**src/e2c_pkg.sv**
```systemverilog
// ----------------------------------------------------------------------------
// e2c_pkg
// Shared types and constants for the epoch seconds to calendar converter.
// ----------------------------------------------------------------------------
package e2c_pkg;

    localparam int unsigned IN_W    = 31;
    localparam int unsigned REM_W   = 17;
    localparam int unsigned DVD_W   = 15;
    localparam int unsigned STEP_W  = 4;
    localparam int unsigned DAYS_W  = 15;

    localparam logic [REM_W-1:0]  SECS_PER_DAY  = 17'd86400;
    localparam logic [REM_W-1:0]  SECS_PER_HOUR = 17'd3600;
    localparam logic [REM_W-1:0]  SECS_PER_MIN  = 17'd60;

    // quotient bits per division: days < 2^15, hours < 2^5, minutes < 2^6
    localparam logic [STEP_W-1:0] STEPS_DAY  = 4'd15;
    localparam logic [STEP_W-1:0] STEPS_HOUR = 4'd5;
    localparam logic [STEP_W-1:0] STEPS_MIN  = 4'd6;

    localparam logic [7:0] BASE_YEAR_OFS = 8'd70;
    localparam logic [2:0] EPOCH_WEEKDAY = 3'd4;
    localparam logic [3:0] MOD7          = 4'd7;
    localparam logic [3:0] LAST_MONTH    = 4'd11;
    localparam logic [3:0] MONTH_FEB     = 4'd1;

    localparam logic [4:0] MONTH_DAYS [12] = '{
        5'd31, 5'd28, 5'd31, 5'd30, 5'd31, 5'd30,
        5'd31, 5'd31, 5'd30, 5'd31, 5'd30, 5'd31
    };

    typedef struct packed {
        logic              start;
        logic [STEP_W-1:0] steps;
    } e2c_div_ctrl_t;

    function automatic logic [4:0] month_len(input logic [3:0] mon, input logic leap);
        logic [4:0] len;
        len = MONTH_DAYS[mon];
        if (leap && (mon == MONTH_FEB))
        begin
            len = 5'd29;
        end
        return len;
    endfunction

endpackage

```
**src/e2c_divider.sv**
```systemverilog
// ----------------------------------------------------------------------------
// e2c_divider
// Bit-serial restoring divider, one quotient bit per cycle, with a running
// modulo-7 residue of the quotient bits.
// ----------------------------------------------------------------------------
module e2c_divider
    import e2c_pkg::*;
(
    input  logic                      clk,
    input  logic                      rst_n,
    input  e2c_div_ctrl_t             ctrl,
    input  logic [REM_W-1:0]          divisor,
    input  logic [REM_W-1:0]          init_rem,
    input  logic [DVD_W-1:0]          init_dvd,
    output logic                      busy,
    output logic [DVD_W-1:0]          quot,
    output logic [REM_W-1:0]          rem,
    output logic [2:0]                quot_mod7
);

    logic [REM_W-1:0]  rem_reg,  rem_next;
    logic [DVD_W-1:0]  dvd_reg,  dvd_next;
    logic [STEP_W-1:0] cnt_reg,  cnt_next;
    logic              busy_reg, busy_next;
    logic [2:0]        mod_reg,  mod_next;

    logic [REM_W:0]    trial;
    logic [REM_W:0]    diff;
    logic              ge;
    logic [3:0]        m2;

    always_comb
    begin
        trial = {rem_reg, dvd_reg[DVD_W-1]};
        diff  = trial - {1'b0, divisor};
        ge    = (trial >= {1'b0, divisor});
        m2    = {mod_reg, ge};

        rem_next  = rem_reg;
        dvd_next  = dvd_reg;
        cnt_next  = cnt_reg;
        busy_next = busy_reg;
        mod_next  = mod_reg;

        if (ctrl.start)
        begin
            rem_next  = init_rem;
            dvd_next  = init_dvd;
            cnt_next  = ctrl.steps;
            busy_next = 1'b1;
            mod_next  = 3'd0;
        end
        else if (busy_reg)
        begin
            rem_next  = ge ? diff[REM_W-1:0] : trial[REM_W-1:0];
            dvd_next  = {dvd_reg[DVD_W-2:0], ge};
            mod_next  = (m2 >= MOD7) ? 3'(m2 - MOD7) : m2[2:0];
            cnt_next  = cnt_reg - 4'd1;
            busy_next = (cnt_reg != 4'd1);
        end
    end

    always_ff @(posedge clk or negedge rst_n)
    begin
        if (!rst_n)
        begin
            rem_reg  <= '0;
            dvd_reg  <= '0;
            cnt_reg  <= '0;
            busy_reg <= 1'b0;
            mod_reg  <= '0;
        end
        else
        begin
            rem_reg  <= rem_next;
            dvd_reg  <= dvd_next;
            cnt_reg  <= cnt_next;
            busy_reg <= busy_next;
            mod_reg  <= mod_next;
        end
    end

    assign busy      = busy_reg;
    assign quot      = dvd_reg;
    assign rem       = rem_reg;
    assign quot_mod7 = mod_reg;

endmodule

```
**src/e2c_calendar.sv**
```systemverilog
// ----------------------------------------------------------------------------
// e2c_calendar
// Splits a day count since 1970-01-01 into year, day of year, month and day
// of month, peeling one year and then one month per cycle.
// ----------------------------------------------------------------------------
module e2c_calendar
    import e2c_pkg::*;
(
    input  logic                 clk,
    input  logic                 rst_n,
    input  logic                 start,
    input  logic [DAYS_W-1:0]    days,
    output logic                 busy,
    output logic [7:0]           years_since_1900,
    output logic [8:0]           day_of_year,
    output logic [3:0]           month_index,
    output logic [4:0]           day_of_month
);

    typedef enum logic [1:0] {
        C_IDLE,
        C_YEAR,
        C_MONTH
    } cal_state_t;

    cal_state_t        state_reg, state_next;
    logic [DAYS_W-1:0] yday_reg,  yday_next;
    logic [7:0]        year_reg,  year_next;
    logic [3:0]        mon_reg,   mon_next;
    logic [8:0]        mday_reg,  mday_next;

    logic              leap;
    logic [8:0]        year_len;
    logic [4:0]        mon_len;

    // 1970..2038 only: every fourth year is leap (2000 included)
    assign leap     = (year_reg[1:0] == 2'b00);
    assign year_len = leap ? 9'd366 : 9'd365;
    assign mon_len  = month_len(mon_reg, leap);

    always_comb
    begin
        state_next = state_reg;
        yday_next  = yday_reg;
        year_next  = year_reg;
        mon_next   = mon_reg;
        mday_next  = mday_reg;

        case (state_reg)
            C_IDLE:
            begin
                if (start)
                begin
                    yday_next  = days;
                    year_next  = BASE_YEAR_OFS;
                    state_next = C_YEAR;
                end
            end
            C_YEAR:
            begin
                if (yday_reg < {6'd0, year_len})
                begin
                    mday_next  = yday_reg[8:0];
                    mon_next   = 4'd0;
                    state_next = C_MONTH;
                end
                else
                begin
                    yday_next = yday_reg - {6'd0, year_len};
                    year_next = year_reg + 8'd1;
                end
            end
            C_MONTH:
            begin
                if ((mon_reg == LAST_MONTH) || (mday_reg < {4'd0, mon_len}))
                begin
                    state_next = C_IDLE;
                end
                else
                begin
                    mday_next = mday_reg - {4'd0, mon_len};
                    mon_next  = mon_reg + 4'd1;
                end
            end
            default:
            begin
                state_next = C_IDLE;
            end
        endcase
    end

    always_ff @(posedge clk or negedge rst_n)
    begin
        if (!rst_n)
        begin
            state_reg <= C_IDLE;
            yday_reg  <= '0;
            year_reg  <= '0;
            mon_reg   <= '0;
            mday_reg  <= '0;
        end
        else
        begin
            state_reg <= state_next;
            yday_reg  <= yday_next;
            year_reg  <= year_next;
            mon_reg   <= mon_next;
            mday_reg  <= mday_next;
        end
    end

    assign busy             = (state_reg != C_IDLE);
    assign years_since_1900 = year_reg;
    assign day_of_year      = yday_reg[8:0];
    assign month_index      = mon_reg;
    assign day_of_month     = mday_reg[4:0] + 5'd1;

endmodule

```
**src/epoch_seconds_to_calendar_top.sv**
```systemverilog
// ----------------------------------------------------------------------------
// epoch_seconds_to_calendar_top
// Seconds since 1970-01-01 00:00 UTC to broken-down UTC time.
//
//   channel  handshake           payload
//   input    in_valid/in_stall   epoch_seconds
//   output   out_valid/out_stall years_since_1900 .. second_of_minute
//
// One transfer in gives one transfer out. Day division runs first; the
// calendar peel (years past 1970, then months) then runs beside the hour
// and minute divisions.
// One item at a time; a held result does not block the next input transfer.
// Reset clears all control state; no clearing pass.
// ----------------------------------------------------------------------------
module epoch_seconds_to_calendar_top
    import e2c_pkg::*;
(
    input  logic              clk,
    input  logic              rst_n,
    input  logic              in_valid,
    output logic              in_stall,
    input  logic [IN_W-1:0]   epoch_seconds,
    output logic              out_valid,
    input  logic              out_stall,
    output logic [7:0]        years_since_1900,
    output logic [8:0]        day_of_year,
    output logic [3:0]        month_index,
    output logic [4:0]        day_of_month,
    output logic [2:0]        weekday,
    output logic [4:0]        hour_of_day,
    output logic [5:0]        minute_of_hour,
    output logic [5:0]        second_of_minute
);

    typedef enum logic [2:0] {
        ST_IDLE,
        ST_DAYS,
        ST_HOURS,
        ST_MINS,
        ST_FINISH
    } state_t;

    state_t           state_reg, state_next;
    logic [2:0]       wday_reg,  wday_next;
    logic [4:0]       hour_reg,  hour_next;
    logic             out_valid_reg, out_valid_next;
    logic [7:0]       year_o_reg,  year_o_next;
    logic [8:0]       yday_o_reg,  yday_o_next;
    logic [3:0]       mon_o_reg,   mon_o_next;
    logic [4:0]       mday_o_reg,  mday_o_next;
    logic [2:0]       wday_o_reg,  wday_o_next;
    logic [4:0]       hour_o_reg,  hour_o_next;
    logic [5:0]       min_o_reg,   min_o_next;
    logic [5:0]       sec_o_reg,   sec_o_next;

    e2c_div_ctrl_t    div_ctrl;
    logic [REM_W-1:0] div_divisor;
    logic [REM_W-1:0] div_init_rem;
    logic [DVD_W-1:0] div_init_dvd;
    logic             div_busy;
    logic [DVD_W-1:0] div_quot;
    logic [REM_W-1:0] div_rem;
    logic [2:0]       div_mod7;

    logic             cal_start;
    logic             cal_busy;
    logic [7:0]       cal_year;
    logic [8:0]       cal_yday;
    logic [3:0]       cal_mon;
    logic [4:0]       cal_mday;

    logic             slot_free;
    logic [3:0]       wsum;

    e2c_divider u_div (
        .clk       (clk),
        .rst_n     (rst_n),
        .ctrl      (div_ctrl),
        .divisor   (div_divisor),
        .init_rem  (div_init_rem),
        .init_dvd  (div_init_dvd),
        .busy      (div_busy),
        .quot      (div_quot),
        .rem       (div_rem),
        .quot_mod7 (div_mod7)
    );

    e2c_calendar u_cal (
        .clk              (clk),
        .rst_n            (rst_n),
        .start            (cal_start),
        .days             (div_quot),
        .busy             (cal_busy),
        .years_since_1900 (cal_year),
        .day_of_year      (cal_yday),
        .month_index      (cal_mon),
        .day_of_month     (cal_mday)
    );

    assign in_stall  = (state_reg != ST_IDLE);
    assign slot_free = !out_valid_reg || !out_stall;
    assign wsum      = {1'b0, div_mod7} + {1'b0, EPOCH_WEEKDAY};

    always_comb
    begin
        state_next     = state_reg;
        wday_next      = wday_reg;
        hour_next      = hour_reg;
        out_valid_next = out_valid_reg && out_stall;
        year_o_next    = year_o_reg;
        yday_o_next    = yday_o_reg;
        mon_o_next     = mon_o_reg;
        mday_o_next    = mday_o_reg;
        wday_o_next    = wday_o_reg;
        hour_o_next    = hour_o_reg;
        min_o_next     = min_o_reg;
        sec_o_next     = sec_o_reg;

        div_ctrl.start = 1'b0;
        div_ctrl.steps = STEPS_DAY;
        div_divisor    = SECS_PER_DAY;
        div_init_rem   = {1'b0, epoch_seconds[IN_W-1:DVD_W]};
        div_init_dvd   = epoch_seconds[DVD_W-1:0];
        cal_start      = 1'b0;

        case (state_reg)
            ST_IDLE:
            begin
                if (in_valid)
                begin
                    div_ctrl.start = 1'b1;
                    state_next     = ST_DAYS;
                end
            end
            ST_DAYS:
            begin
                div_divisor = SECS_PER_DAY;
                if (!div_busy)
                begin
                    div_ctrl.start = 1'b1;
                    div_ctrl.steps = STEPS_HOUR;
                    div_divisor    = SECS_PER_HOUR;
                    div_init_rem   = {5'd0, div_rem[REM_W-1:5]};
                    div_init_dvd   = {div_rem[4:0], 10'd0};
                    cal_start      = 1'b1;
                    wday_next      = (wsum >= MOD7) ? 3'(wsum - MOD7) : wsum[2:0];
                    state_next     = ST_HOURS;
                end
            end
            ST_HOURS:
            begin
                div_divisor = SECS_PER_HOUR;
                if (!div_busy)
                begin
                    hour_next      = div_quot[4:0];
                    div_ctrl.start = 1'b1;
                    div_ctrl.steps = STEPS_MIN;
                    div_divisor    = SECS_PER_MIN;
                    div_init_rem   = {11'd0, div_rem[11:6]};
                    div_init_dvd   = {div_rem[5:0], 9'd0};
                    state_next     = ST_MINS;
                end
            end
            ST_MINS:
            begin
                div_divisor = SECS_PER_MIN;
                if (!div_busy)
                begin
                    state_next = ST_FINISH;
                end
            end
            ST_FINISH:
            begin
                div_divisor = SECS_PER_MIN;
                if (!cal_busy && slot_free)
                begin
                    out_valid_next = 1'b1;
                    year_o_next    = cal_year;
                    yday_o_next    = cal_yday;
                    mon_o_next     = cal_mon;
                    mday_o_next    = cal_mday;
                    wday_o_next    = wday_reg;
                    hour_o_next    = hour_reg;
                    min_o_next     = div_quot[5:0];
                    sec_o_next     = div_rem[5:0];
                    state_next     = ST_IDLE;
                end
            end
            default:
            begin
                state_next = ST_IDLE;
            end
        endcase
    end

    always_ff @(posedge clk or negedge rst_n)
    begin
        if (!rst_n)
        begin
            state_reg     <= ST_IDLE;
            wday_reg      <= '0;
            hour_reg      <= '0;
            out_valid_reg <= 1'b0;
            year_o_reg    <= '0;
            yday_o_reg    <= '0;
            mon_o_reg     <= '0;
            mday_o_reg    <= '0;
            wday_o_reg    <= '0;
            hour_o_reg    <= '0;
            min_o_reg     <= '0;
            sec_o_reg     <= '0;
        end
        else
        begin
            state_reg     <= state_next;
            wday_reg      <= wday_next;
            hour_reg      <= hour_next;
            out_valid_reg <= out_valid_next;
            year_o_reg    <= year_o_next;
            yday_o_reg    <= yday_o_next;
            mon_o_reg     <= mon_o_next;
            mday_o_reg    <= mday_o_next;
            wday_o_reg    <= wday_o_next;
            hour_o_reg    <= hour_o_next;
            min_o_reg     <= min_o_next;
            sec_o_reg     <= sec_o_next;
        end
    end

    assign out_valid        = out_valid_reg;
    assign years_since_1900 = year_o_reg;
    assign day_of_year      = yday_o_reg;
    assign month_index      = mon_o_reg;
    assign day_of_month     = mday_o_reg;
    assign weekday          = wday_o_reg;
    assign hour_of_day      = hour_o_reg;
    assign minute_of_hour   = min_o_reg;
    assign second_of_minute = sec_o_reg;

    a_div_start_idle: assert property (@(posedge clk) disable iff (!rst_n)
        div_ctrl.start |-> !div_busy)
        else $error("divider restarted while busy");

    a_cal_start_idle: assert property (@(posedge clk) disable iff (!rst_n)
        cal_start |-> !cal_busy)
        else $error("calendar restarted while busy");

    a_finish_issues: assert property (@(posedge clk) disable iff (!rst_n)
        (state_reg == ST_FINISH) && !cal_busy && slot_free |=> out_valid)
        else $error("finished item not presented");

    a_time_range: assert property (@(posedge clk) disable iff (!rst_n)
        out_valid |-> (hour_of_day < 5'd24) && (minute_of_hour < 6'd60)
                      && (second_of_minute < 6'd60) && (weekday < 3'd7))
        else $error("time of day out of range");

    a_date_range: assert property (@(posedge clk) disable iff (!rst_n)
        out_valid |-> (month_index < 4'd12) && (day_of_month != 5'd0)
                      && (day_of_year <= 9'd365))
        else $error("date out of range");

endmodule

```
**config.mk**
```make
export PLATFORM = sky130hd
export DESIGN_NAME = epoch_seconds_to_calendar_top
export DESIGN_NICKNAME = d
export VERILOG_FILES = /design/src/e2c_pkg.sv /design/src/e2c_divider.sv /design/src/e2c_calendar.sv /design/src/epoch_seconds_to_calendar_top.sv
export SDC_FILE = /design/constraint.sdc
export NUM_CORES = 1
export LEC_CHECK = 0
export BUFFER_PORTS_ARGS = -buffer_cell sky130_fd_sc_hd__buf_2
export CAP_MARGIN = 20
export CORE_MARGIN = 4
export CORE_UTILIZATION = 60
export DETAILED_ROUTE_END_ITERATION = 8
export PLACE_DENSITY = 0.81
export SLEW_MARGIN = 10
export SYNTH_ARGS = -nofsm -noshare
export SYNTH_HDL_FRONTEND = slang
export SYNTH_SLANG_ARGS = --single-unit
```
**constraint.sdc**
```tcl
create_clock -name clk -period 7 [get_ports clk]
set_input_delay 2.1 -clock clk [delete_from_list [all_inputs] [get_ports clk]]
set_output_delay 2.1 -clock clk [all_outputs]
set_load 0.02 [all_outputs]
```
## Yosys cells after proc, flatten, opt, wreduce, memory -nomap -nowiden

Memory sizes are Yosys's and may differ from the RTL's.
Cells that the tools add are included.

- Memories: 1
- Bits in read-only memories: 80
- Logic and storage cells: 141
- Register bits: 136
- Output and inout port bits: 48
- Input port bits: 35

Memory list:

| memory | words | bits a word | rd ports | clocked after memory_dff | wr ports | line | text |
|---|---|---|---|---|---|---|---|
| (no name shown) | 16 | 5 | 1 | 0 | 0 | e2c_pkg.sv:40 | `len = MONTH_DAYS[mon];` |

- Magnitude comparators: 6
- Add/sub/neg operators: 10
- Bitwise gates (word level): 2
- Reductions and logical operators: 24
- Equality and inequality tests: 19
- Muxes and demuxes: 57

Operators with widths:

| cell | number |
|---|---|
| two-way mux 15 bit | 6 |
| two-way mux 17 bit | 4 |
| one-hot mux 15 bit (2 select lines) | 2 |
| one-hot mux 17 bit (3 select lines) | 1 |
| two-way mux 16 bit | 2 |
| one-hot mux 16 bit (2 select lines) | 1 |
| two-way mux 3 bit | 9 |
| two-way mux 5 bit | 5 |
| >= comparator 18 x 17 -> 1 bit | 1 |
| two-way mux 9 bit | 2 |
| one-hot mux 9 bit (2 select lines) | 1 |
| subtractor 17 bit | 1 |
| two-way mux 4 bit | 4 |
| two-way mux 8 bit | 2 |
| != test 2 bit (second input constant) | 8 |
| one-hot mux 4 bit (2 select lines) | 2 |
| one-hot mux 8 bit (2 select lines) | 1 |
| < comparator 15 x 9 -> 1 bit | 1 |
| one-hot mux 3 bit (5 select lines) | 1 |
| subtractor 15 x 9 -> 15 bit | 1 |
| two-way mux 12 bit | 1 |
| < comparator 9 x 5 -> 1 bit | 1 |
| AND reduction 3 bit | 3 |
| subtractor 9 x 5 -> 9 bit | 1 |
| 33 further kinds | 57 |

## Depth between registers and ports, before layout

- Word-level depth: 9
- Gate-level depth with buffers: 17

## Modules after synthesis

From an unflattened synthesis, not the netlist that was laid out.

- Cell total of the unflattened synthesis: 901
- Area total of the unflattened synthesis: 8609.5 sq um

By module, submodules not included:

| module | cells an instance | area an instance (sq um) | times used | sequential area each (sq um) |
|---|---|---|---|---|
| e2c_divider | 345 | 2966.6 | 1 | 1001.0 |
| epoch_seconds_to_calendar_top | 235 | 2847.7 | 1 | 1451.4 |
| e2c_calendar | 321 | 2795.2 | 1 | 950.9 |

## Least setup slack after synthesis

Ideal clock, no wire load.

- Path kind: reg-to-reg
- Start point: register state_reg[1]
- End point: register u_div.mod_reg[1], in the netlist u_div.quot_mod7[1]
- Arrival time: 3.702 ns
- Data required time: 6.868 ns
- Setup slack: 3.166 ns
- Clock period less this slack: 3.834 ns
- Library setup time: 0.132 ns
- Stages on the path, launching flop included: 17
- Cells stage by stage: dfrtp_1 -> buf_2 -> buf_1 -> clkbuf_1 -> nor2_1 -> o21ai_0 -> inv_1 -> ha_1 -> nor2b_1 -> o211ai_1 -> a211oi_2 -> o31ai_4 -> inv_1 -> ha_1 -> a21oi_1 -> mux2i_1 -> o21ai_0

- Longest elaborated chain between the ends: 8

RTL lines:

| item | line | text |
|---|---|---|
| start, declared | epoch_seconds_to_calendar_top.sv:43 | `state_t state_reg, state_next;` |
| start signal, assigned | epoch_seconds_to_calendar_top.sv:215 | `state_reg <= state_next;` |
| equality test 3 bit or equality test 3 x 2 -> 1 bit (tied branches) | epoch_seconds_to_calendar_top.sv:126 | `case (state_reg)` |
| OR reduction 2 bit (no line) | -- |  |
| one-hot mux 17 bit (3 select lines) | epoch_seconds_to_calendar_top.sv:126 |  |
| >= comparator 18 x 17 -> 1 bit | e2c_divider.sv:36 | `ge = (trial >= {1'b0, divisor});` |
| >= comparator 4 x 3 -> 1 bit or subtractor 3 bit (tied branches) | e2c_divider.sv:57 | `mod_next = (m2 >= MOD7) ? 3'(m2 - MOD7) : m2[2:0];` |
| two-way mux 3 bit | e2c_divider.sv:57 |  |
| two-way mux 3 bit | e2c_divider.sv:53 | `else if (busy_reg)` |
| two-way mux 3 bit | e2c_divider.sv:45 | `if (ctrl.start)` |
| end signal, assigned | e2c_divider.sv:79 | `mod_reg <= mod_next;` |
| end, declared | e2c_divider.sv:25 | `logic [2:0] mod_reg, mod_next;` |

Several ways; a longest one is shown, not always the timed one. The select of a mux whose other input is x is not followed.
A chain may end at the register's enable or synchronous reset.

## Worst setup path in the final report

- Start point: register state_reg[0]
- End point: register u_div.mod_reg[1], in the netlist u_div.quot_mod7[1]

The elaborated chain is that of the path after synthesis.

==> results.toml <==
[outcome]
status = "completed"

[floorplanning]
ios = 83
core-area_um2 = 12770
die_h_um = 123.1
die_area_um2 = 15160
initial_core_util_pct = 62.24
die_x_um = 123.1
rows = 41

[synthesis]
synth_edf_count = 0
yosys.area.top_type = "dfrtp_1"
post-synth-top-count-cell = "dfrtp_1"
synthFlopType = "dfrtp_1"
ys_seq_elements = 136
yosysSeqAreaShare_pct = 42.81
syn-num-nets = 927
synth_area_leaders = "dfrtp_1 (43%), mux2_2 (5.7%), o21ai_0 (5.1%)"
avgSynthCellArea_um2 = 9.244
syn-cell-area_um2 = 7950
synth_warnings = 0
async_flop_share_pct = 100.0
ys_types = 72
synth_top_cell_area_share_pct = 42.81
synth_common_cells = "dfrtp_1 (136), nor2_1 (83), nand2_1 (82)"
synthCells = 860

[final_layout]
seqCellArea_um2 = 3403
diodes = 0
areaGrowthSynthToFinish_pct = 13.77
layout-drive-gt1-share_pct = 19.42
final_area_um2 = 9045
final-instance-count-excl-fill = 1104
multi_input_area_um2 = 4198
finalNetCount = 986
fill_cells = 976
post-route-util_pct = 70.81
largest_reg_flops = 17

[power_and_ir_drop]
p_clk_share_pct = 53.9
power_switching_mw = 0.3857
internal_power_mw = 1.395
combPwrFrac_pct = 1.9
sequentialPowerShare_pct = 44.1
power.density_nw_per_um2 = 196.9
irDropWorstVdd_uv = 134.0
p_sw_share_pct = 21.66
p_leak_nw = 4.291

[cts]
cts_tree = "done"
cts_setup_buffers = 0
insertion_delay_ns = 0.43
clock-sinks = 136
cts_made_buffers = 17
cts_max_level = 4
clk_path_buf_depth = 2
postCtsHoldBufs = 0
cts.reportedPaths.clkPinSlew_ns = 0.06
cts.repair.resized = 0
root_buffer = "clkbuf_16"

[sta]
max_slew.worst_pin.slew_ns = 0.9622
fmax_mhz = 216.3
rsz0062_at_grt = "false"
fin_crit_ns = 4.624
drv_slew = 0
skew_ns = 0.008164
fin_crit_sh_pct = 66.05
finalSetupTns_ns = 0
slew_headroom_pct = 35.62
hold_violations = 0
setup_viol = 0

[global_routing]
antenna_found_initial = 0
grt_pass1_wl_um = 33730
grt_usage_pct = 28.26
grt_max_degree = 74
grt_pass1_vias = 6601
overflow = 0

[setup_path]
critPathMaxFanout = 30
cp.required_ns = 7.29
path_common_cell = "inv_1"
cp-end-kind = "register"
worstRegToRegCells = 15
path_class = "reg -> reg"
worstPathCellList = "inv_1, nor2_1, nor2_1, o21ai_0, inv_1, ha_1, nor2b_1, o211ai_1, a211oi_2, o31ai_4, inv_1, ha_1, a21oi_1, mux2i_1, o21ai_0"
critPathArrivalTime_ns = 4.92
worstSetupStartpointType = "register"
cp_slowest_stage_delay_ns = 0.90
crit_path_top_delay_cell = "dfrtp_1"

[routing]
vias_per_cell = 6.366
wl_um = 20460
drc = 0
antenna_left = 0
first_pass_iters = 5
first_iter_violations = 622
wl_per_cell_um = 18.53
route.vias.total = 7028

[flow_run]
maxCapViolCount = 0

[placed_design]
port_buffers = 82
place_area_um2 = 8421
hpwlAfterDp_um = 13870
dpl.cell_count = 1072
gp_congestion = 0.9544

[worst_hold_path]
min_path_type = "reg -> reg"
whs_path_depth = 2
## power groups by stage
| stage | combinational, mW | clock [mW] | sequential [mW] |
|---|---|---|---|
| finish | 0.0343 | 0.961 | 0.786 |
| global route | 0.0390 | 1.00 | 0.786 |
| CTS | 0.0352 | 0.968 | 0.786 |
| detailed placement | 0.0350 | 0 | 0.801 |
| global placement | 0.0351 | 0 | 0.801 |
| floorplan | 0.00514 | 0 | 0.801 |
## worst max-delay path: cells and delay by family (launching register included)
family | cells | cell delay [ns]
AO/OA/AOI/OAI | 6 | 1.88
adder cells (fa/ha/maj) | 2 | 0.60
buffers and inverters | 3 | 0.45
flip-flops | 1 | 0.90
multiplexers | 1 | 0.24
AND/OR/NAND/NOR | 3 | 0.42
## area by class of cell
class	count	share of cell area [%]
inverters	34	1.411
repair buffers	90	5.270
clock buffers	18	4.745
flip-flops and latches	136	37.63
clock inverters	14	2.158
multi-input cells	640	46.41
well taps	172	2.379
## cells by family after synthesis
group	share of synthesized area (%)
XOR/XNOR	2.314
multiplexers	6.799
buffers and inverters	4.454
AND/OR/NAND/NOR	15.69
AO/OA/AOI/OAI	22.62
flip-flops	42.81
adder cells (fa/ha/maj)	5.320
## stage by stage
stage | hold slack, ns | total power, mW | setup WS [ns]
after detailed placement | 0.4648 | 0.8355 | 2.607
final | 0.4717 | 1.781 | 2.376
after floorplan | 0.4460 | 0.8059 | 3.166
after global routing | 0.4943 | 1.827 | 2.065
after global placement | 0.4565 | 0.8356 | 2.749
after CTS | 0.4783 | 1.789 | 2.459
## final timing paths
kind	startpoint	endpoint	slack [ns]
setup reg to reg	state_reg[0]$_DFFE_PN0P_	u_div.quot_mod7[1]$_DFFE_PN0P_	2.38
hold reg to reg	day_of_month[3]$_DFFE_PN0P_	day_of_month[3]$_DFFE_PN0P_	0.47
min in group asynchronous	rst_n	years_since_1900[3]$_DFFE_PN0P_	1.69
hold / removal	day_of_month[3]$_DFFE_PN0P_	day_of_month[3]$_DFFE_PN0P_	0.47
max in group asynchronous	rst_n	weekday[0]$_DFFE_PN0P_	4.03
setup / recovery	state_reg[0]$_DFFE_PN0P_	u_div.quot_mod7[1]$_DFFE_PN0P_	2.38
## metal layers
metal	vias to the layer above	routed length [um]	track usage (%)
li1	3265	-	-
met5	-	0	0
met2	328	9725	44.11
met4	0	418	10.52
met3	46	1611	6.038
met1	3389	8705	39.05
## cells in the final DEF, fill, tap and decap left out, types with 14 or more instances in the layout
cell,n
buf_2,81
mux2_2,40
nor3_1,16
clkbuf_16,17
o21ai_0,81
nor2_1,83
ha_1,29
o22ai_1,16
inv_1,32
nand2_1,82
dfrtp_1,136
a21oi_1,62
nand3_1,14
Power figures use the tool's default switching activity.
